File: src/rtl/dbrt_pkg.sv
// Shared types and constants for the delay-based rate target block.
package dbrt_pkg;

    localparam int RTT_W      = 32;
    localparam int RATE_W     = 40;
    localparam int TIME_W     = 48;
    localparam int THRESH_W   = 24;
    localparam int HEADROOM_W = 12;
    localparam int BACKOFF_W  = 9;
    localparam int WINDOW_W   = 32;
    localparam int GAIN_W     = HEADROOM_W;
    localparam int GAIN_FRAC  = 8;
    localparam int PROD_W     = RATE_W + GAIN_W;
    localparam int SCALED_W   = PROD_W - GAIN_FRAC;
    localparam int CFG_IDX_W  = 3;
    localparam int CFG_DATA_W = 32;
    localparam int REGION_W   = 2;

    localparam logic [REGION_W-1:0] REGION_PROBE   = 2'd0;
    localparam logic [REGION_W-1:0] REGION_HOLD    = 2'd1;
    localparam logic [REGION_W-1:0] REGION_BACKOFF = 2'd2;

    localparam logic [CFG_IDX_W-1:0] CFG_LOW_THRESH  = 3'd0;
    localparam logic [CFG_IDX_W-1:0] CFG_HIGH_THRESH = 3'd1;
    localparam logic [CFG_IDX_W-1:0] CFG_HEADROOM    = 3'd2;
    localparam logic [CFG_IDX_W-1:0] CFG_BACKOFF     = 3'd3;
    localparam logic [CFG_IDX_W-1:0] CFG_WINDOW      = 3'd4;

    localparam logic [THRESH_W-1:0]   LOW_THRESH_RST  = 24'd10000;
    localparam logic [THRESH_W-1:0]   HIGH_THRESH_RST = 24'd50000;
    localparam logic [HEADROOM_W-1:0] HEADROOM_RST    = 12'd384;
    localparam logic [BACKOFF_W-1:0]  BACKOFF_RST     = 9'd218;
    localparam logic [WINDOW_W-1:0]   WINDOW_RST      = 32'd10000000;

    typedef struct packed {
        logic              rtt_present;
        logic [RTT_W-1:0]  rtt_us;
        logic              throughput_present;
        logic [RATE_W-1:0] measured_bps;
        logic              cap_present;
        logic [RATE_W-1:0] cap_bps;
        logic [TIME_W-1:0] time_us;
    } sample_t;

    typedef struct packed {
        logic                rate_valid;
        logic [RATE_W-1:0]   rate_bps;
        logic [RTT_W-1:0]    queue_delay_us;
        logic [REGION_W-1:0] region;
        logic [RTT_W-1:0]    base_rtt_us;
    } rate_t;

    typedef struct packed {
        logic [THRESH_W-1:0] low_thresh;
        logic [THRESH_W-1:0] high_thresh;
        logic [WINDOW_W-1:0] window;
    } track_cfg_t;

    typedef struct packed {
        logic                used;
        logic [RTT_W-1:0]    queue;
        logic [REGION_W-1:0] region;
        logic [RTT_W-1:0]    base;
    } track_t;

endpackage

File: src/rtl/dbrt_if.sv
// Valid/ready channel interfaces for samples and rate results.
interface dbrt_sample_if;
    import dbrt_pkg::*;

    logic    valid;
    logic    ready;
    sample_t data;

    modport source (output valid, output data, input ready);
    modport sink (input valid, input data, output ready);
endinterface

interface dbrt_rate_if;
    import dbrt_pkg::*;

    logic  valid;
    logic  ready;
    rate_t data;

    modport source (output valid, output data, input ready);
    modport sink (input valid, input data, output ready);
endinterface

File: src/rtl/delay_based_rate_target.sv
// Delay-based rate target: turns interval samples into a raw target rate.
//
// Samples enter on the sample channel (valid/ready, one transaction per
// sample) and exactly one result leaves on the result channel per sample.
// Configuration registers are written on cfg_we/cfg_index/cfg_wdata while
// no sample is in flight; unknown indexes are ignored.
//
// Pipeline: input register, base tracker stage (base RTT, window minimum,
// queue delay, region), then gain multiply, cap and saturation into the
// output register. Throughput is one sample per cycle while the receiver
// keeps ready high: the base tracker state updates as a sample leaves its
// stage, so the next sample sees it immediately.
//
// Reset clears the pipeline, the base tracker state and restores register
// defaults. When the receiver holds ready low, the result holds and the
// stages behind it keep filling; sample ready drops only once all three
// stages are full.
module delay_based_rate_target (
    input  logic                            clk,
    input  logic                            rst_n,
    input  logic                            cfg_we,
    input  logic [dbrt_pkg::CFG_IDX_W-1:0]  cfg_index,
    input  logic [dbrt_pkg::CFG_DATA_W-1:0] cfg_wdata,
    dbrt_sample_if.sink                     sample,
    dbrt_rate_if.source                     result
);
    import dbrt_pkg::*;

    logic [THRESH_W-1:0]   low_thresh_reg;
    logic [THRESH_W-1:0]   high_thresh_reg;
    logic [HEADROOM_W-1:0] headroom_reg;
    logic [BACKOFF_W-1:0]  backoff_reg;
    logic [WINDOW_W-1:0]   window_reg;

    logic    s0_valid_reg;
    sample_t s0_data_reg;
    logic    s1_valid_reg;
    track_t  s1_trk_reg;
    logic [RATE_W-1:0] s1_thr_reg;
    logic              s1_cap_present_reg;
    logic [RATE_W-1:0] s1_cap_reg;
    logic    out_valid_reg;
    rate_t   out_data_reg;
    rate_t   out_data_next;

    logic out_adv;
    logic s1_adv;
    logic s0_adv;

    track_cfg_t trk_cfg;
    track_t     trk;

    logic [GAIN_W-1:0]   gain;
    logic [PROD_W-1:0]   prod;
    logic [SCALED_W-1:0] scaled;
    logic [SCALED_W-1:0] capped;

    // configuration registers
    always_ff @(posedge clk or negedge rst_n)
    begin
        if (!rst_n)
        begin
            low_thresh_reg  <= LOW_THRESH_RST;
            high_thresh_reg <= HIGH_THRESH_RST;
            headroom_reg    <= HEADROOM_RST;
            backoff_reg     <= BACKOFF_RST;
            window_reg      <= WINDOW_RST;
        end
        else if (cfg_we)
        begin
            unique case (cfg_index)
                CFG_LOW_THRESH:  low_thresh_reg  <= cfg_wdata[THRESH_W-1:0];
                CFG_HIGH_THRESH: high_thresh_reg <= cfg_wdata[THRESH_W-1:0];
                CFG_HEADROOM:    headroom_reg    <= cfg_wdata[HEADROOM_W-1:0];
                CFG_BACKOFF:     backoff_reg     <= cfg_wdata[BACKOFF_W-1:0];
                CFG_WINDOW:      window_reg      <= cfg_wdata[WINDOW_W-1:0];
                default:         ;
            endcase
        end
    end

    // stage handshake: each stage loads when empty or when it drains
    assign out_adv      = !out_valid_reg || result.ready;
    assign s1_adv       = !s1_valid_reg || out_adv;
    assign s0_adv       = !s0_valid_reg || s1_adv;
    assign sample.ready = s0_adv;

    always_ff @(posedge clk or negedge rst_n)
    begin
        if (!rst_n)
        begin
            s0_valid_reg  <= 1'b0;
            s1_valid_reg  <= 1'b0;
            out_valid_reg <= 1'b0;
        end
        else
        begin
            if (s0_adv)
                s0_valid_reg <= sample.valid;
            if (s1_adv)
                s1_valid_reg <= s0_valid_reg;
            if (out_adv)
                out_valid_reg <= s1_valid_reg;
        end
    end

    always_ff @(posedge clk)
    begin
        if (s0_adv && sample.valid)
            s0_data_reg <= sample.data;
        if (s1_adv && s0_valid_reg)
        begin
            s1_trk_reg         <= trk;
            s1_thr_reg         <= s0_data_reg.measured_bps;
            s1_cap_present_reg <= s0_data_reg.cap_present;
            s1_cap_reg         <= s0_data_reg.cap_bps;
        end
        if (out_adv && s1_valid_reg)
            out_data_reg <= out_data_next;
    end

    assign trk_cfg.low_thresh  = low_thresh_reg;
    assign trk_cfg.high_thresh = high_thresh_reg;
    assign trk_cfg.window      = window_reg;

    dbrt_base_track u_base_track (
        .clk     (clk),
        .rst_n   (rst_n),
        .advance (s1_adv && s0_valid_reg),
        .smp     (s0_data_reg),
        .cfg     (trk_cfg),
        .trk     (trk)
    );

    // gain multiply (bypassed in the hold region), truncate the Q.8 fraction, cap, then saturate
    always_comb
    begin
        if (s1_trk_reg.region == REGION_PROBE)
            gain = headroom_reg;
        else
            gain = {{(GAIN_W-BACKOFF_W){1'b0}}, backoff_reg};

        prod = {{GAIN_W{1'b0}}, s1_thr_reg} * {{RATE_W{1'b0}}, gain};

        if (s1_trk_reg.region == REGION_HOLD)
            scaled = {{(SCALED_W-RATE_W){1'b0}}, s1_thr_reg};
        else
            scaled = prod[PROD_W-1:GAIN_FRAC];

        if (s1_cap_present_reg && ({{(SCALED_W-RATE_W){1'b0}}, s1_cap_reg} < scaled))
            capped = {{(SCALED_W-RATE_W){1'b0}}, s1_cap_reg};
        else
            capped = scaled;

        out_data_next.rate_valid     = s1_trk_reg.used;
        out_data_next.queue_delay_us = s1_trk_reg.queue;
        out_data_next.region         = s1_trk_reg.region;
        out_data_next.base_rtt_us    = s1_trk_reg.base;
        if (!s1_trk_reg.used)
            out_data_next.rate_bps = '0;
        else if (capped[SCALED_W-1:RATE_W] != '0)
            out_data_next.rate_bps = '1;
        else
            out_data_next.rate_bps = capped[RATE_W-1:0];
    end

    assign result.valid = out_valid_reg;
    assign result.data  = out_data_reg;

endmodule

File: src/rtl/dbrt_base_track.sv
// Base RTT tracker: running and windowed minimum, queue delay and region.
module dbrt_base_track (
    input  logic                 clk,
    input  logic                 rst_n,
    input  logic                 advance,
    input  dbrt_pkg::sample_t    smp,
    input  dbrt_pkg::track_cfg_t cfg,
    output dbrt_pkg::track_t     trk
);
    import dbrt_pkg::*;

    logic              base_known_reg, base_known_next;
    logic [RTT_W-1:0]  base_rtt_reg, base_rtt_next;
    logic [RTT_W-1:0]  win_min_reg, win_min_next;
    logic [TIME_W-1:0] win_start_reg, win_start_next;

    logic              used;
    logic [RTT_W-1:0]  run_base;
    logic [RTT_W-1:0]  run_min;
    logic [TIME_W-1:0] elapsed;
    logic              expired;
    logic [RTT_W-1:0]  queue;

    always_comb
    begin
        used     = smp.rtt_present && smp.throughput_present && (smp.rtt_us != '0);
        run_base = (smp.rtt_us < base_rtt_reg) ? smp.rtt_us : base_rtt_reg;
        run_min  = (smp.rtt_us < win_min_reg) ? smp.rtt_us : win_min_reg;
        elapsed  = smp.time_us - win_start_reg;
        expired  = elapsed > {{(TIME_W-WINDOW_W){1'b0}}, cfg.window};

        base_known_next = 1'b1;
        if (!base_known_reg)
        begin
            base_rtt_next  = smp.rtt_us;
            win_min_next   = smp.rtt_us;
            win_start_next = smp.time_us;
        end
        else if (expired)
        begin
            // re-anchor the base to the window minimum and open a new window
            base_rtt_next  = run_min;
            win_min_next   = smp.rtt_us;
            win_start_next = smp.time_us;
        end
        else
        begin
            base_rtt_next  = run_base;
            win_min_next   = run_min;
            win_start_next = win_start_reg;
        end

        queue = smp.rtt_us - base_rtt_next;

        trk.used = used;
        if (used)
        begin
            trk.queue = queue;
            trk.base  = base_rtt_next;
            // probe-up test first so it wins when thresholds cross
            if (queue <= {{(RTT_W-THRESH_W){1'b0}}, cfg.low_thresh})
                trk.region = REGION_PROBE;
            else if (queue >= {{(RTT_W-THRESH_W){1'b0}}, cfg.high_thresh})
                trk.region = REGION_BACKOFF;
            else
                trk.region = REGION_HOLD;
        end
        else
        begin
            trk.queue  = '0;
            trk.base   = base_rtt_reg;
            trk.region = REGION_PROBE;
        end
    end

    always_ff @(posedge clk or negedge rst_n)
    begin
        if (!rst_n)
        begin
            base_known_reg <= 1'b0;
            base_rtt_reg   <= '0;
            win_min_reg    <= '0;
            win_start_reg  <= '0;
        end
        else if (advance && used)
        begin
            base_known_reg <= base_known_next;
            base_rtt_reg   <= base_rtt_next;
            win_min_reg    <= win_min_next;
            win_start_reg  <= win_start_next;
        end
    end

endmodule

File: src/flat_wrapper.sv
// flat-port wrapper written by rule: the top's interface ports become plain ports
module delay_based_rate_target_flat import dbrt_pkg::*;
  (clk, rst_n, cfg_we, cfg_index, cfg_wdata, sample_valid, sample_data, sample_ready, result_valid, result_data, result_ready);
  dbrt_sample_if sample_i ();
  dbrt_rate_if result_i ();
  input  logic clk;
  input  logic rst_n;
  input  logic cfg_we;
  input  logic [dbrt_pkg::CFG_IDX_W-1:0] cfg_index;
  input  logic [dbrt_pkg::CFG_DATA_W-1:0] cfg_wdata;
  input wire logic [$bits(sample_i.valid)-1:0] sample_valid;
  input wire logic [$bits(sample_i.data)-1:0] sample_data;
  output wire logic [$bits(sample_i.ready)-1:0] sample_ready;
  output wire logic [$bits(result_i.valid)-1:0] result_valid;
  output wire logic [$bits(result_i.data)-1:0] result_data;
  input wire logic [$bits(result_i.ready)-1:0] result_ready;
  assign sample_i.valid = sample_valid;
  assign sample_i.data = sample_data;
  assign sample_ready = sample_i.ready;
  assign result_valid = result_i.valid;
  assign result_data = result_i.data;
  assign result_i.ready = result_ready;
  delay_based_rate_target u_core (.clk(clk), .rst_n(rst_n), .cfg_we(cfg_we), .cfg_index(cfg_index), .cfg_wdata(cfg_wdata), .sample(sample_i), .result(result_i));
endmodule
File: config.mk
export PLATFORM = sky130hd
export DESIGN_NAME = delay_based_rate_target_flat
export DESIGN_NICKNAME = d
export VERILOG_FILES = /design/src/rtl/dbrt_pkg.sv /design/src/rtl/dbrt_if.sv /design/src/rtl/delay_based_rate_target.sv /design/src/rtl/dbrt_base_track.sv /design/src/flat_wrapper.sv
export SDC_FILE = /design/constraint.sdc
export NUM_CORES = 2
export LEC_CHECK = 0
export ABC_AREA = 1
export BUFFER_PORTS_ARGS = -buffer_cell sky130_fd_sc_hd__buf_4
export CAP_MARGIN = 10
export CORE_ASPECT_RATIO = 1.5
export CORE_MARGIN = 2
export CORE_UTILIZATION = 50
export DETAILED_ROUTE_END_ITERATION = 8
export PLACE_DENSITY = 0.77
export SLEW_MARGIN = 0
export SYNTH_ARGS = -nofsm -noshare
export SYNTH_HDL_FRONTEND = slang
export SYNTH_SLANG_ARGS = --single-unit
File: constraint.sdc
create_clock -name clk -period 7.9 [get_ports clk]
set_clock_uncertainty 0.05 [all_clocks]
set_input_delay 1.58 -clock clk [delete_from_list [all_inputs] [get_ports clk]]
set_output_delay 1.58 -clock clk [all_outputs]
set_load 0.005 [all_outputs]
==> impl_metrics.csv <==
group,metric,value,unit
clock_tree,cts_tree,"done",
clock_tree,clockRootBuffer,"clkbuf_16",
outcome,violations,"setup timing",
sta,finalWorstSetupSlack,-0.452,ns
yosys,yosys_warnings,0,
drt,wl,171000,microns
drt,drc,0,
yosys,yosysTopAreaCellShare,25.5,%
global_route,gr-total-overflow,0,
clock_tree,h-tree-depth,2,
setup_path,critPathSlowestCell,"fa_1",
yosys,synth_nets,6751,
yosys,syn_area,49200,sq um
floorplan,fp.dieW,260,microns
drt,vias_per_cell,5.37,
floorplan,rows,141,
drt,drt_first_pass_iters,6,
clock_tree,postCtsHoldBufs,0,
setup_path,cp-start-kind,"flop",
cells_and_area,final_cell_area,64700,sq um
setup_path,crit_start,"u_core.out_data_next[33]",
cells_and_area,largest_register_ff_count,163,
cells_and_area,n_antenna_cell,0,
setup_path,crit_end,"u_core.result.data[96]",
yosys,ys_seq_area_share,36.6,%
sta,rsz0062_at_grt,"yes",
setup_path,cp.arrival,8.75,ns
worst_hold_path,hold_path.class,"flop to flop",
global_route,antenna_found_initial,0,
yosys,synth_edf_count,418,
cells_and_area,syn2layout_area_growth,31.4,%
setup_path,end_kind,"flop",
setup_path,r2r_setup_slack,-0.45,ns
setup_path,path_max_fanout,6,
drt,drtIter0Drc,3463,
floorplan,die_y,388,microns
setup_path,r2r-start,"u_core.out_data_next[33]",
setup_path,r2r-end,"u_core.result.data[96]",
clock_tree,clk_path_buf_depth,3,
global_route,track_usage,33.3,%
cells_and_area,nNetsFinal,7779,
sta,tightest_slew,1.12,ns
sta,finalCritPeriodShare,106,%
floorplan,start_util,50.2,%
setup_path,reg2reg_depth,41,
cells_and_area,final_cell_mix,"1,261 x nand2_1, 1,063 x buf_4, 1,057 x inv_1",
global_route,grt_max_degree,150,
drt,wl_per_cell,20.9,microns
yosys,yosysUniqueCellTypes,57,
yosys,synthTopCellsByArea,"edfxtp_1 25%, fa_1 15%, nand2_1 10%",
sta,setup_viol,40,
yosys,avgSynthCellArea,8.46,sq um
yosys,synth_async_sr_flop_share,34.2,%
setup_path,max_stage_delay,0.55,ns
yosys,netlist_instances,5822,
yosys,synth-main-ff-cell,"edfxtp_1",
clock_tree,cts_buffers,60,
sta,period_needed,8.35,ns
clock_tree,clkSlewWorstSetupHoldPaths,0.08,ns
global_route,grt_first_pass_wirelength,254000,microns
cells_and_area,layout_commonest_cell,"nand2_1",
floorplan,ios,312,
job,maxCapViolations,0,
sta,hold-worst-slack,0.361,ns
floorplan,core_area,98100,sq um
drt,ant_nets,0,
sta,slew_viol_final,0,
clock_tree,cts.sinks,635,
outcome,outcome,"finished with violations",
place,placedInstanceArea,57900,sq um
place,port-buffer-count,311,
cells_and_area,drive_gt1_share,26.8,%
drt,route.vias.total,43900,
sta,max_clock_freq,120,MHz
sta,hold_viol_final,0,
clock_tree,clkLatencyLatePin,0.71,ns
place,gp_congestion,1.02,
setup_path,crit_type,"flop to flop",
sta,relSlewSlack,25.3,%
global_route,grt_pass1_vias,44900,
place,hpwlAfterDp,128000,microns
yosys,yosysTopAreaCell,"edfxtp_1",
yosys,ys_ff_latch,635,
setup_path,required,8.29,ns
setup_path,crit_path_frequent_cell,"buf_6",
floorplan,die_area,101000,sq um
==> metal layers <==
metal  global-route usage [%]  part of all wire (%)  vias to the layer above
met2                     59.4                    51                     1827
li1                         -                     -                    20400
met1                     36.4                    35                    21100
met5                        0                     0                        -
met3                     4.24                   5.8                      658
met4                     23.3                   8.8                        0
==> cells in the mapped netlist (2+ instances only) <==
| library cell | number |
|---|---|
| o221ai_1 | 6 |
| o21ai_1 | 5 |
| clkbuf_1 | 127 |
| xor2_1 | 67 |
| nor2_2 | 7 |
| a21boi_0 | 7 |
| nor2_1 | 565 |
| inv_1 | 1114 |
| nand3_1 | 97 |
| a21oi_1 | 317 |
| dfrtp_1 | 191 |
| buf_4 | 10 |
| nand4_1 | 53 |
| nor3_2 | 2 |
| buf_1 | 25 |
| or2_2 | 7 |
| and3_1 | 2 |
| a21o_1 | 6 |
| nor3_1 | 37 |
| nand3b_1 | 6 |
| inv_2 | 11 |
| o21ai_2 | 4 |
| o21a_1 | 40 |
| buf_6 | 3 |
| nand2_1 | 1360 |
| o211ai_1 | 36 |
| o21ai_0 | 412 |
| ha_1 | 345 |
| edfxtp_1 | 418 |
| fa_1 | 381 |
| o21bai_1 | 15 |
| a31oi_1 | 18 |
| nand2_2 | 10 |
| xnor2_1 | 29 |
| nor4_1 | 17 |
| dfstp_2 | 26 |
| buf_2 | 23 |
| a211oi_1 | 4 |
==> how the worst min path moves through the flow <==
stage	from	end	cells past startpoint
finish	u_core.out_data_next[31]	u_core.result.data[31]	0
global placement	u_core.s0_data_reg[87]	u_core.s1_cap_reg[39]	0
detailed placement	u_core.out_data_next[10]	u_core.result.data[10]	0
global route	u_core.s0_data_reg[113]	u_core.s1_thr_reg[24]	0
floorplan	u_core.out_data_next[0]	u_core.result.data[0]	0
CTS	u_core.s0_data_reg[113]	u_core.s1_thr_reg[24]	0
==> stage by stage <==
stage	util, %	setup TNS [ns]	setup WS, ns	std cells
4_1_cts	64.2	-8.68	-0.296	8133
2_1_floorplan	-	0	0.354	5822
5_1_grt	66.0	-22.67	-0.660	8187
3_5_place_dp	59.1	-57.95	-1.51	7937
6_report	66.0	-14.73	-0.452	8187
3_3_place_gp	59.1	-60.55	-1.56	7937
==> kinds of logic after synthesis <==
kind of cell	synth area share, %
simple gates	17.5
buf+inv	10.2
compound gates	9.70
fa+ha+maj	24.3
flops	36.6
xor+xnor	1.71
mux	0.0229
==> timing repair <==
action	CTS	global route
setup buffers	65	62
gates resized for setup	470	337
setup endpoints to repair	42	42
pin swaps	167	189
gates cloned	20	4
==> cell type report <==
type	instances	area, sq um
clock buffer	67	1550
clock inverter	45	480
fill	7955	33400
inverter	1126	4270
multi-input combinational	3874	29200
sequential	635	18000
tap	1287	1610
timing repair buffer	1152	9590
timing repair inverter	1	6.26
==> critical path, delay by kind of cell (launching register included) <==
kind | cells | cell delay, ns
fa+ha+maj | 7 | 3.11
buf+inv | 17 | 2.13
simple gates | 10 | 1.41
compound gates | 6 | 0.72
flops | 1 | 0.48
xor+xnor | 1 | 0.13
Power is not shown: default switching activity piles up to over one toggle a cycle in this logic, so the estimate is an artifact.
